[config.mk]
export PLATFORM = sky130hd
export DESIGN_NAME = interval_range_map_core
export DESIGN_NICKNAME = d
export VERILOG_FILES = /design/src/sv/irm_pkg.sv /design/src/sv/interval_range_map_core.sv /design/src/sv/irm_ram.sv
export SDC_FILE = /design/constraint.sdc
export NUM_CORES = 2
export LEC_CHECK = 0
export BUFFER_PORTS_ARGS = -buffer_cell sky130_fd_sc_hd__buf_2
export CAP_MARGIN = 30
export CORE_MARGIN = 3
export CORE_UTILIZATION = 42
export CTS_BUF_LIST = sky130_fd_sc_hd__clkbuf_4 sky130_fd_sc_hd__clkbuf_8
export DETAILED_ROUTE_END_ITERATION = 6
export SETUP_SLACK_MARGIN = 0.1
export SLEW_MARGIN = 40
export SYNTH_ARGS = -nofsm -noshare
export SYNTH_HDL_FRONTEND = slang
export SYNTH_HIERARCHICAL = 1
export SYNTH_SLANG_ARGS = --single-unit
export TNS_END_PERCENT = 10
[constraint.sdc]
create_clock -name clk -period 7.9 [get_ports clk]
set_clock_uncertainty 0.15 [all_clocks]
set_input_delay 1.58 -clock clk [delete_from_list [all_inputs] [get_ports clk]]
set_output_delay 1.58 -clock clk [all_outputs]
set_load 0.01 [all_outputs]
[src/sv/irm_pkg.sv]
package irm_pkg;

    localparam int CAPACITY_DEF   = 32;
    localparam int KEY_BITS_DEF   = 32;
    localparam int VALUE_BITS_DEF = 16;

    localparam int KEY_FIELD_W    = 32;
    localparam int VALUE_FIELD_W  = 16;
    localparam int STATUS_W       = 2;

    localparam logic CMD_LOOKUP = 1'b0;
    localparam logic CMD_ASSIGN = 1'b1;

    localparam logic [STATUS_W-1:0] STATUS_DONE  = 2'd0;
    localparam logic [STATUS_W-1:0] STATUS_EMPTY = 2'd1;
    localparam logic [STATUS_W-1:0] STATUS_FULL  = 2'd2;

    typedef enum logic [2:0] {
        ST_IDLE,
        ST_READ,
        ST_EVAL,
        ST_PUSH_START,
        ST_PUSH_STOP,
        ST_FINISH,
        ST_DONE
    } state_t;

endpackage

[src/sv/interval_range_map_core.sv]
// Channel   Direction  Handshake           Payload
// request   in         in_valid/in_stall   command, range_start, range_stop,
//                                          assign_value, query_key
// result    out        out_valid/out_stall mapped_value, status
// config    in         cfg_write_en        cfg_write_data (default value)
//
// One request at a time; each breakpoint visited takes a RAM read (ST_READ) and then
// a compare (ST_EVAL) through one RAM read port and one pair of key comparators.
// Reset (rst_n low, asynchronous) empties the table and clears the default.
// Hold a stalled result; one more request is taken.
module interval_range_map_core #(
    parameter int CAPACITY   = irm_pkg::CAPACITY_DEF,
    parameter int KEY_BITS   = irm_pkg::KEY_BITS_DEF,
    parameter int VALUE_BITS = irm_pkg::VALUE_BITS_DEF
) (
    input  logic                                clk,
    input  logic                                rst_n,
    input  logic                                in_valid,
    output logic                                in_stall,
    input  logic                                command,
    input  logic [irm_pkg::KEY_FIELD_W-1:0]     range_start,
    input  logic [irm_pkg::KEY_FIELD_W-1:0]     range_stop,
    input  logic [irm_pkg::VALUE_FIELD_W-1:0]   assign_value,
    input  logic [irm_pkg::KEY_FIELD_W-1:0]     query_key,
    output logic                                out_valid,
    input  logic                                out_stall,
    output logic [irm_pkg::VALUE_FIELD_W-1:0]   mapped_value,
    output logic [irm_pkg::STATUS_W-1:0]        status,
    input  logic                                cfg_write_en,
    input  logic [irm_pkg::VALUE_FIELD_W-1:0]   cfg_write_data
);

    localparam int DEPTH  = 2 * CAPACITY;
    localparam int ADDR_W = $clog2(DEPTH);
    localparam int IDX_W  = $clog2(CAPACITY);
    localparam int CNT_W  = $clog2(CAPACITY + 1);
    localparam int WORD_W = KEY_BITS + VALUE_BITS;

    irm_pkg::state_t state_reg, state_next;

    // Two banks in one RAM: the live table and the one being rebuilt.
    logic                         bank_reg, bank_next;
    logic [CNT_W-1:0]             count_reg, count_next;
    logic [CNT_W-1:0]             idx_reg, idx_next;
    logic [CNT_W-1:0]             work_count_reg, work_count_next;
    logic                         full_reg, full_next;
    logic                         mid_reg, mid_next;
    logic [VALUE_BITS-1:0]        last_reg, last_next;
    logic [VALUE_BITS-1:0]        sv_reg, sv_next;
    logic                         cmd_reg, cmd_next;
    logic [KEY_BITS-1:0]          start_reg, start_next;
    logic [KEY_BITS-1:0]          stop_reg, stop_next;
    logic [VALUE_BITS-1:0]        val_reg, val_next;
    logic [VALUE_BITS-1:0]        default_reg;
    logic [irm_pkg::STATUS_W-1:0] res_status_reg, res_status_next;
    logic                         out_valid_reg, out_valid_next;
    logic [irm_pkg::VALUE_FIELD_W-1:0] mapped_reg, mapped_next;
    logic [irm_pkg::STATUS_W-1:0] status_reg, status_next;

    logic                  rd_en, wr_en;
    logic [ADDR_W-1:0]     rd_addr, wr_addr;
    logic [WORD_W-1:0]     rd_data;
    logic [KEY_BITS-1:0]   rd_key;
    logic [VALUE_BITS-1:0] rd_val;
    logic                  push_en;
    logic [KEY_BITS-1:0]   push_key;
    logic [VALUE_BITS-1:0] push_val;
    logic                  lt_start, le_stop;
    logic [KEY_BITS-1:0]   in_start, in_stop, in_query;

    assign in_start = KEY_BITS'(range_start);
    assign in_stop  = KEY_BITS'(range_stop);
    assign in_query = KEY_BITS'(query_key);

    assign rd_key = rd_data[WORD_W-1:VALUE_BITS];
    assign rd_val = rd_data[VALUE_BITS-1:0];

    // Shared compare pair; a lookup parks its key in the stop register.
    assign lt_start = rd_key < start_reg;
    assign le_stop  = rd_key <= stop_reg;

    assign rd_addr = bank_reg ? ADDR_W'(CAPACITY) + ADDR_W'(idx_reg[IDX_W-1:0])
                              : ADDR_W'(idx_reg[IDX_W-1:0]);
    assign wr_addr = bank_reg ? ADDR_W'(work_count_reg[IDX_W-1:0])
                              : ADDR_W'(CAPACITY) + ADDR_W'(work_count_reg[IDX_W-1:0]);

    irm_ram #(
        .WIDTH (WORD_W),
        .DEPTH (DEPTH)
    ) u_ram (
        .clk     (clk),
        .wr_en   (wr_en),
        .wr_addr (wr_addr),
        .wr_data ({push_key, push_val}),
        .rd_en   (rd_en),
        .rd_addr (rd_addr),
        .rd_data (rd_data)
    );

    assign in_stall     = (state_reg != irm_pkg::ST_IDLE);
    assign out_valid    = out_valid_reg;
    assign mapped_value = mapped_reg;
    assign status       = status_reg;

    always_ff @(posedge clk or negedge rst_n)
    begin
        if (!rst_n)
        begin
            state_reg     <= irm_pkg::ST_IDLE;
            bank_reg      <= 1'b0;
            count_reg     <= '0;
            out_valid_reg <= 1'b0;
            default_reg   <= '0;
        end
        else
        begin
            state_reg     <= state_next;
            bank_reg      <= bank_next;
            count_reg     <= count_next;
            out_valid_reg <= out_valid_next;
            if (cfg_write_en)
            begin
                default_reg <= VALUE_BITS'(cfg_write_data);
            end
        end
    end

    always_ff @(posedge clk)
    begin
        idx_reg        <= idx_next;
        work_count_reg <= work_count_next;
        full_reg       <= full_next;
        mid_reg        <= mid_next;
        last_reg       <= last_next;
        sv_reg         <= sv_next;
        cmd_reg        <= cmd_next;
        start_reg      <= start_next;
        stop_reg       <= stop_next;
        val_reg        <= val_next;
        res_status_reg <= res_status_next;
        mapped_reg     <= mapped_next;
        status_reg     <= status_next;
    end

    always_comb
    begin
        state_next      = state_reg;
        bank_next       = bank_reg;
        count_next      = count_reg;
        idx_next        = idx_reg;
        work_count_next = work_count_reg;
        full_next       = full_reg;
        mid_next        = mid_reg;
        last_next       = last_reg;
        sv_next         = sv_reg;
        cmd_next        = cmd_reg;
        start_next      = start_reg;
        stop_next       = stop_reg;
        val_next        = val_reg;
        res_status_next = res_status_reg;
        out_valid_next  = out_valid_reg;
        mapped_next     = mapped_reg;
        status_next     = status_reg;
        rd_en           = 1'b0;
        wr_en           = 1'b0;
        push_en         = 1'b0;
        push_key        = '0;
        push_val        = '0;

        // Drop the result once the consumer takes it.
        if (out_valid_reg && !out_stall)
        begin
            out_valid_next = 1'b0;
        end

        unique case (state_reg)
            irm_pkg::ST_IDLE:
            begin
                if (in_valid)
                begin
                    cmd_next        = command;
                    start_next      = in_start;
                    stop_next       = (command == irm_pkg::CMD_LOOKUP) ? in_query : in_stop;
                    val_next        = VALUE_BITS'(assign_value);
                    idx_next        = '0;
                    work_count_next = '0;
                    full_next       = 1'b0;
                    mid_next        = 1'b0;
                    sv_next         = default_reg;
                    last_next       = default_reg;
                    res_status_next = irm_pkg::STATUS_DONE;
                    if (command == irm_pkg::CMD_ASSIGN && !(in_start < in_stop))
                    begin
                        res_status_next = irm_pkg::STATUS_EMPTY;
                        state_next      = irm_pkg::ST_DONE;
                    end
                    else
                    begin
                        state_next = irm_pkg::ST_READ;
                    end
                end
            end
            irm_pkg::ST_READ:
            begin
                if (idx_reg == count_reg)
                begin
                    if (cmd_reg == irm_pkg::CMD_LOOKUP)
                    begin
                        state_next = irm_pkg::ST_DONE;
                    end
                    else if (!mid_reg)
                    begin
                        mid_next   = 1'b1;
                        state_next = irm_pkg::ST_PUSH_START;
                    end
                    else
                    begin
                        state_next = irm_pkg::ST_FINISH;
                    end
                end
                else
                begin
                    rd_en      = 1'b1;
                    state_next = irm_pkg::ST_EVAL;
                end
            end
            irm_pkg::ST_EVAL:
            begin
                if (cmd_reg == irm_pkg::CMD_LOOKUP)
                begin
                    if (le_stop)
                    begin
                        sv_next    = rd_val;
                        idx_next   = idx_reg + 1'b1;
                        state_next = irm_pkg::ST_READ;
                    end
                    else
                    begin
                        state_next = irm_pkg::ST_DONE;
                    end
                end
                else if (lt_start)
                begin
                    push_en    = 1'b1;
                    push_key   = rd_key;
                    push_val   = rd_val;
                    sv_next    = rd_val;
                    idx_next   = idx_reg + 1'b1;
                    state_next = irm_pkg::ST_READ;
                end
                else if (le_stop)
                begin
                    // Covered by the new interval: track its value at stop.
                    sv_next    = rd_val;
                    idx_next   = idx_reg + 1'b1;
                    state_next = irm_pkg::ST_READ;
                end
                else if (!mid_reg)
                begin
                    // Insert start and stop, then revisit this entry.
                    mid_next   = 1'b1;
                    state_next = irm_pkg::ST_PUSH_START;
                end
                else
                begin
                    push_en    = 1'b1;
                    push_key   = rd_key;
                    push_val   = rd_val;
                    idx_next   = idx_reg + 1'b1;
                    state_next = irm_pkg::ST_READ;
                end
            end
            irm_pkg::ST_PUSH_START:
            begin
                push_en    = 1'b1;
                push_key   = start_reg;
                push_val   = val_reg;
                state_next = irm_pkg::ST_PUSH_STOP;
            end
            irm_pkg::ST_PUSH_STOP:
            begin
                push_en    = 1'b1;
                push_key   = stop_reg;
                push_val   = sv_reg;
                state_next = irm_pkg::ST_READ;
            end
            irm_pkg::ST_FINISH:
            begin
                if (full_reg)
                begin
                    res_status_next = irm_pkg::STATUS_FULL;
                end
                else
                begin
                    bank_next  = ~bank_reg;
                    count_next = work_count_reg;
                end
                state_next = irm_pkg::ST_DONE;
            end
            irm_pkg::ST_DONE:
            begin
                if (!out_valid_reg || !out_stall)
                begin
                    out_valid_next = 1'b1;
                    status_next    = res_status_reg;
                    mapped_next    = (cmd_reg == irm_pkg::CMD_LOOKUP)
                                   ? irm_pkg::VALUE_FIELD_W'(sv_reg) : '0;
                    state_next     = irm_pkg::ST_IDLE;
                end
            end
            default:
            begin
                state_next = irm_pkg::ST_IDLE;
            end
        endcase

        // Canonical append: skip a repeat of the previous value, flag overflow.
        if (push_en && push_val != last_reg)
        begin
            last_next = push_val;
            if (work_count_reg < CNT_W'(CAPACITY))
            begin
                wr_en           = 1'b1;
                work_count_next = work_count_reg + 1'b1;
            end
            else
            begin
                full_next = 1'b1;
            end
        end
    end

    a_count_bound: assert property (@(posedge clk) disable iff (!rst_n)
        count_reg <= CNT_W'(CAPACITY))
        else $error("entry count beyond capacity");

    a_write_room: assert property (@(posedge clk) disable iff (!rst_n)
        wr_en |-> (work_count_reg < CNT_W'(CAPACITY)))
        else $error("write past end of work bank");

    a_finish_mid: assert property (@(posedge clk) disable iff (!rst_n)
        (state_reg == irm_pkg::ST_FINISH) |-> mid_reg)
        else $error("assign finished without inserting interval");

    a_bank_stable: assert property (@(posedge clk) disable iff (!rst_n)
        (bank_reg != $past(bank_reg)) |-> ($past(state_reg) == irm_pkg::ST_FINISH))
        else $error("bank switched outside finish");

endmodule

[src/sv/irm_ram.sv]
module irm_ram #(
    parameter int WIDTH = 48,
    parameter int DEPTH = 64,
    localparam int ADDR_W = (DEPTH > 1) ? $clog2(DEPTH) : 1
) (
    input  logic              clk,
    input  logic              wr_en,
    input  logic [ADDR_W-1:0] wr_addr,
    input  logic [WIDTH-1:0]  wr_data,
    input  logic              rd_en,
    input  logic [ADDR_W-1:0] rd_addr,
    output logic [WIDTH-1:0]  rd_data
);

    logic [WIDTH-1:0] mem [DEPTH];

    always_ff @(posedge clk)
    begin
        if (wr_en)
        begin
            mem[wr_addr] <= wr_data;
        end
        if (rd_en)
        begin
            rd_data <= mem[rd_addr];
        end
    end

endmodule
# Yosys cells after proc, flatten, opt, wreduce, memory -nomap -nowiden
# Memories as Yosys holds them, arrays and structs flattened. A register that Yosys moved wholly into a read port is not among the register bits.
# Index checks and enable logic that the tools add are counted.
classes:
  n_addsub: 4
  order_cmp: 4
  n_eq_ne: 18
  muxes: 72
  n_bitwise: 2
  n_reduce_logical: 24
ops:
  columns: ["operator", "count"]
  rows:
  - ["16-bit two-way mux", 10]
  - ["32-bit two-way mux", 5]
  - ["32-bit case mux with 3 select lines", 1]
  - ["6-bit two-way mux", 12]
  - ["32-bit less-than comparator", 2]
  - ["16-bit case mux with 3 select lines", 1]
  - ["32-bit less-or-equal comparator", 1]
  - ["16-bit case mux with 2 select lines", 1]
  - ["1-bit two-way mux", 24]
  - ["3-bit two-way mux", 8]
  - ["3-bit case mux with 7 select lines", 1]
  - ["16-bit != test", 1]
  - ["2-bit != test (second input constant)", 8]
  - ["6-bit by 1-bit adder with 6-bit output (second input constant)", 2]
  - ["6-bit by 5-bit adder with 6-bit output (first input constant)", 2]
  - ["6-bit case mux with 2 select lines", 1]
  - ["2-bit AND reduction", 6]
  - ["2-bit two-way mux", 5]
  - ["3-bit == test (second input constant)", 3]
  - ["2-bit nonzero test", 4]
  - ["7-bit AND reduction", 1]
  - ["3-bit by 2-bit == test with 1-bit output (second input constant)", 2]
  - ["6-bit == test", 1]
  - ["6-bit less-than comparator (second input constant)", 1]
  - ["15 further kinds", 21]
totals:
  ff_bits: 174
  mem_bits_rw: 3072
  in_bits: 134
  output_inout_bits: 20
  elab_cells: 143
  memories: 1
memory_table:
  columns: ["memory", "depth", "width", "rd", "rd_clocked_by_memory_dff", "write_ports", "line_no", "rtl"]
  rows:
  - ["u_ram.mem", 64, 48, 1, 1, 1, "irm_ram.sv:15", "logic [WIDTH-1:0] mem [DEPTH];"]

# Logic depth before layout (Yosys ltp)
logic_depth:
  ltp_word: 10
  ltp_mapped: 19
  mapped_depth_nobuf: 17

# Hierarchy
# The synthesis kept the hierarchy.
by_module_without_submodules:
  columns: ["mod", "instances", "cells_each", "area_each_um2", "seq_area_each_um2"]
  rows:
  - ["irm_ram", 1, 4989, 117674.1, 93689.9]
  - ["interval_range_map_core", 1, 1001, 10590.2, 5019.8]

# Worst setup path before layout
# Ideal clock, no wire load.
synth_path:
  path_type: "reg-to-reg"
  from: "reg u_ram.rd_data[41], read port of u_ram.mem"
  to: "mem u_ram.mem[50][0] (enable)"
  setup_time_ns: 0.513
  t_arrival_ns: 7.660
  required_ns: 7.237
  setup_slack_ns: -0.422
  path_stages_with_launch: 17
  path_buffers: 1
  period_less_slack_ns: 8.322
  path_cell_list: "edfxtp_1 -> ha_1 -> nand4_1 -> or4_4 -> a311o_1 -> a222oi_1 -> nand2_1 -> xor2_1 -> nor4_1 -> a31oi_1 -> nand2_1 -> inv_2 -> clkbuf_1 -> nand4b_1 -> inv_1 -> nand2_1 -> nor3_1"
synth_between:
  elab_chain_len: 10
  word_cells_on_any_way: 15
  classes_between: "2 x order compare; 1 x eq/ne; 11 x mux; 1 x reduce/logical"
synth_rtl:
  columns: ["item", "line_no", "rtl"]
  rows:
  - ["from (decl)", "irm_ram.sv:12", "output logic [WIDTH-1:0] rd_data"]
  - ["32-bit less-or-equal comparator", "interval_range_map_core.sv:80", "assign le_stop = rd_key <= stop_reg;"]
  - ["16-bit two-way mux", "interval_range_map_core.sv:251", "else if (le_stop)"]
  - ["16-bit two-way mux *", "interval_range_map_core.sv:242", "else if (lt_start)"]
  - ["16-bit two-way mux *", "interval_range_map_core.sv:229", "if (cmd_reg == irm_pkg::CMD_LOOKUP)"]
  - ["16-bit case mux with 3 select lines *", "interval_range_map_core.sv:176", "unique case (state_reg)"]
  - ["named net push_val[3]", "interval_range_map_core.sv:67", "logic [VALUE_BITS-1:0] push_val;"]
  - ["16-bit != test *", "interval_range_map_core.sv:318", "if (push_en && push_val != last_reg)"]
  - ["1-bit logical AND *", "interval_range_map_core.sv:318", null]
  - ["1-bit two-way mux *", "interval_range_map_core.sv:318", null]
  - ["named net wr_en", "interval_range_map_core.sv:60", "logic rd_en, wr_en;"]
  - ["1-bit two-way mux *", "irm_ram.sv:19", "if (wr_en)"]
  - ["1-bit two-way mux (not written as such) *", "irm_ram.sv:21", "mem[wr_addr] <= wr_data;"]
  - ["to (decl)", "irm_ram.sv:15", null]
# Mark *: on every way through the listed nets, which the timed path passes. The rest lies on a longest branch.

# Worst setup path in the final report
layout_path:
  from: "reg u_ram.rd_data[44], read port of u_ram.mem"
  to: "mem u_ram.mem[29][36] (enable)"
layout_between:
  elab_chain_len: 10
  word_cells_on_any_way: 15
  classes_between: "2 x order compare; 1 x eq/ne; 11 x mux; 1 x reduce/logical"
layout_rtl:
  columns: ["item", "line_no"]
  rows:
  - ["32-bit less-or-equal comparator", "interval_range_map_core.sv:80"]
  - ["16-bit two-way mux", "interval_range_map_core.sv:251"]
  - ["16-bit two-way mux", "interval_range_map_core.sv:242"]
  - ["16-bit two-way mux", "interval_range_map_core.sv:229"]
  - ["16-bit case mux with 3 select lines", "interval_range_map_core.sv:176"]
  - ["16-bit != test", "interval_range_map_core.sv:318"]
  - ["1-bit logical AND *", "interval_range_map_core.sv:318"]
  - ["1-bit two-way mux *", "interval_range_map_core.sv:318"]
  - ["named net wr_en", "interval_range_map_core.sv:60"]
  - ["1-bit two-way mux *", "irm_ram.sv:19"]
  - ["1-bit two-way mux (not written as such) *", "irm_ram.sv:21"]
# Marked as above.

==> reports/qor.yml <==
status: "finished with violations"
violations: "DRC"
nFillCells: 24551
min_path_type: "in2async"
cp-end-kind: "register"
synth_seq_cells: 3294
finalCritPeriodShare_pct: 82.53
holdBufCountCts: 0
grt_overflow_total: 0
grt_first_pass_wirelength_mm: 504.4
critPathKind: "reg2reg"
first_pass_iters: 7
grt_pass1_vias: 65826
pin_count: 154
crit_path_end: "u_ram/mem[29][36]"
startpoint: "u_ram/rd_data[44]"
peakVddDrop_mv: 0.2357
numCtsBuffers: 539
synth_ff_type: "edfxtp_1"
syn_area_per_cell_um2: 21.41
yosysTopAreaCell: "edfxtp_1"
place_hpwl_mm: 219.7
p_seq_share_pct: 41.7
synth_area_um2: 128300
drt-vias-per-instance: 5.972
fin_ws_ns: 1.380
fin_cells: 11031
ys_types: 65
rsz0062_at_grt: "false"
areaGrowthSynthToFinish_pct: 14.31
finalCriticalPeriod_ns: 6.520
fmax_mhz: 153.4
leakage_nw: 47.47
dieHeight_um: 558.6
synth_edf_count: 3260
crit_path_start_kind: "register"
maxSlewHeadroom_pct: 32.11
wl_per_cell_um: 32.41
grt_usage_pct: 22.74
hold_violations: 0
clock_sinks: 3294
synth_top_area_share_pct: 76.32
power_frac_comb_pct: 31.4
die_area_um2: 312100
cp.required_ns: 8.55
cts-resized-gates: 0
synth_area_leaders: "edfxtp_1 76%, mux4_2 13%, ha_1 0.94%"
clockRootBuffer: "clkbuf_8"
internal_power_mw: 35.12
ys_seq_area_share_pct: 76.96
r2r_cells: 16
synth_cells: 5990
ys_warn_count: 6
die_w_um: 558.6
power.share.switching_pct: 34.59
row_count: 202
post_cts_buffers: 0
finalSetupViolations: 0
switchingPower_mw: 18.58
cp.arrival_ns: 7.17
clkLatencyLatePin_ns: 1.15
cts_tree: "done"
r2r_end: "u_ram/mem[29][36]"
pre_cts_ws_ns: 1.571
largest_reg_flops: 3072
start_util_pct: 42.29
grt_start_max_net_pins: 110
finalMaxSlewViolations: 0
maxCapViolCount: 0
cts_buffer_depth: 4
reg_top3: "u_ram/mem: 3072 flops, u_ram/rd_data: 48 flops"
port_buffers: 153
finalWirelength_mm: 357.6
stdcell_area_um2: 146600
drc: 9
r2r_slack_ns: 1.38
async_reset_ff_share_pct: 0.8197
mappedNetlistNets: 6220
reg2reg_from: "u_ram/rd_data[44]"
antenna_found_initial: 22
power_density_nw_per_um2: 366.3
place_area_um2: 135800
drive_gt1_share_pct: 31.57
drtAntennaViolNets: 0
core_um2: 303300
dp_cells: 10051
path_max_fanout: 18
fin_nets: 6863
drt_iter0_markers: 8240
worst_pin_slew_ns: 1.018
top_register: "u_ram/mem"
routabilityCongestion: 0.8581
dr_total_vias: 65877
clkPwrFrac_pct: 26.9
cts_htree_levels: 6
clkSlewWorstSetupHoldPaths_ns: 0.06
[layer usage]
metal,up-vias,wire length (µm),track usage [%]
li1,26742,-,-
met1,35325,144200,32.42
met4,4,12880,8.294
met2,3288,169600,35.49
met3,518,30910,3.818
met5,-,27,0
[through the flow]
stage               power, mW  util, %  hold slack (ns)  TNS, ns
CTS                     54.05    48.19           0.2774        0
finish                  53.70    48.34           0.2522        0
global route            55.64    48.34           0.2109        0
floorplan               31.89        -           0.2503  -116.74
global placement        39.29    44.61           0.2659        0
detailed placement      39.63    44.77           0.2647        0
[worst min path at each step]
stage / endpoint / from / slack (ns)
floorplan: status[0] / res_status_reg[0] / 0.25
global placement: status[1] / res_status_reg[1] / 0.27
detailed placement: status[0] / res_status_reg[0] / 0.26
CTS: default_reg[0] / rst_n / 0.28
global route: default_reg[0] / rst_n / 0.21
finish: default_reg[0] / rst_n / 0.25
[synth_stat cells, types with 66 or more instances]
master and instances:
a21oi_1 125, a221oi_1 86, edfxtp_1 3260, inv_1 140, a22o_1 66, mux2_2 69
ha_1 96, buf_2 67, o22ai_1 114, mux4_2 752, clkbuf_1 166, a22oi_1 74
mux2i_1 85, nor2_1 168, nand2_1 134
[power groups by stage]
stage / registers (mW) / logic [mW] / clock network, mW
2_1_floorplan: 22.6 / 9.25 / 0
3_3_place_gp: 22.8 / 16.5 / 0
3_5_place_dp: 22.8 / 16.9 / 0
4_1_cts: 22.4 / 16.9 / 14.7
5_1_grt: 22.4 / 17.7 / 15.5
6_report: 22.4 / 16.9 / 14.4
[cell families (layout without fill, tap and decap cells)]
kind of cell / after synthesis / in the layout / share of synthesized area [%]
XOR/XNOR: 19 / 19 / 0.1297
AND/OR/NAND/NOR: 488 / 488 / 1.779
AO/OA/AOI/OAI: 718 / 718 / 4.031
multiplexers: 906 / 906 / 14.47
flip-flops: 3294 / 3294 / 76.96
buffers and inverters: 469 / 1517 / 1.692
other: 0 / 15 / 0
adder cells (fa/ha/maj): 96 / 96 / 0.9365
[layout by cell type (no fill, tap or decap), types with 24 or more instances in the layout]
master and count:
a211oi_1 31, a21oi_1 123, a221oi_1 77, a222oi_1 34, a22o_1 66, a22oi_1 74, a31oi_1 24, buf_12 61
buf_2 157, buf_4 174, buf_6 33, clkbuf_4 188, clkbuf_8 546, clkinv_1 137, clkinv_2 34, dfrtp_1 27
edfxtp_1 3260, ha_1 96, inv_1 117, mux2_2 69, mux2i_1 85, mux4_2 752, nand2_1 116, nand3_1 26
nor2_1 109, nor2_4 57, nor2b_1 42, o21ai_0 42, o221ai_1 29, o22ai_1 110
[cell type report]
cell class              instances  area (µm²)  share of cell area [%]
flip-flops and latches       3294       98710                   67.33
clock inverters               212        1433                  0.9771
well taps                    3978        4977                   3.395
diodes                         15       37.54                 0.02560
clock buffers                 734        8926                   6.088
inverters                     141       535.5                  0.3652
repair buffers                430        3810                   2.599
multi-input cells            2227       28190                   19.23
[worst max-delay path, cell delays in order, from the launching register on]
cell	delay, ns
edfxtp_1	0.44
ha_1	0.35
nand4_1	0.16
or4_4	0.58
o22ai_1	0.39
or2_0	0.57
o31ai_1	0.18
or3_1	0.34
nand4b_1	0.11
nor4_1	0.09
a31oi_4	0.37
nand2_1	0.21
inv_2	0.26
nor2b_1	0.31
nand3_1	0.48
nor2_4	0.75
buf_4	0.40
Power figures use the tool's default switching activity.
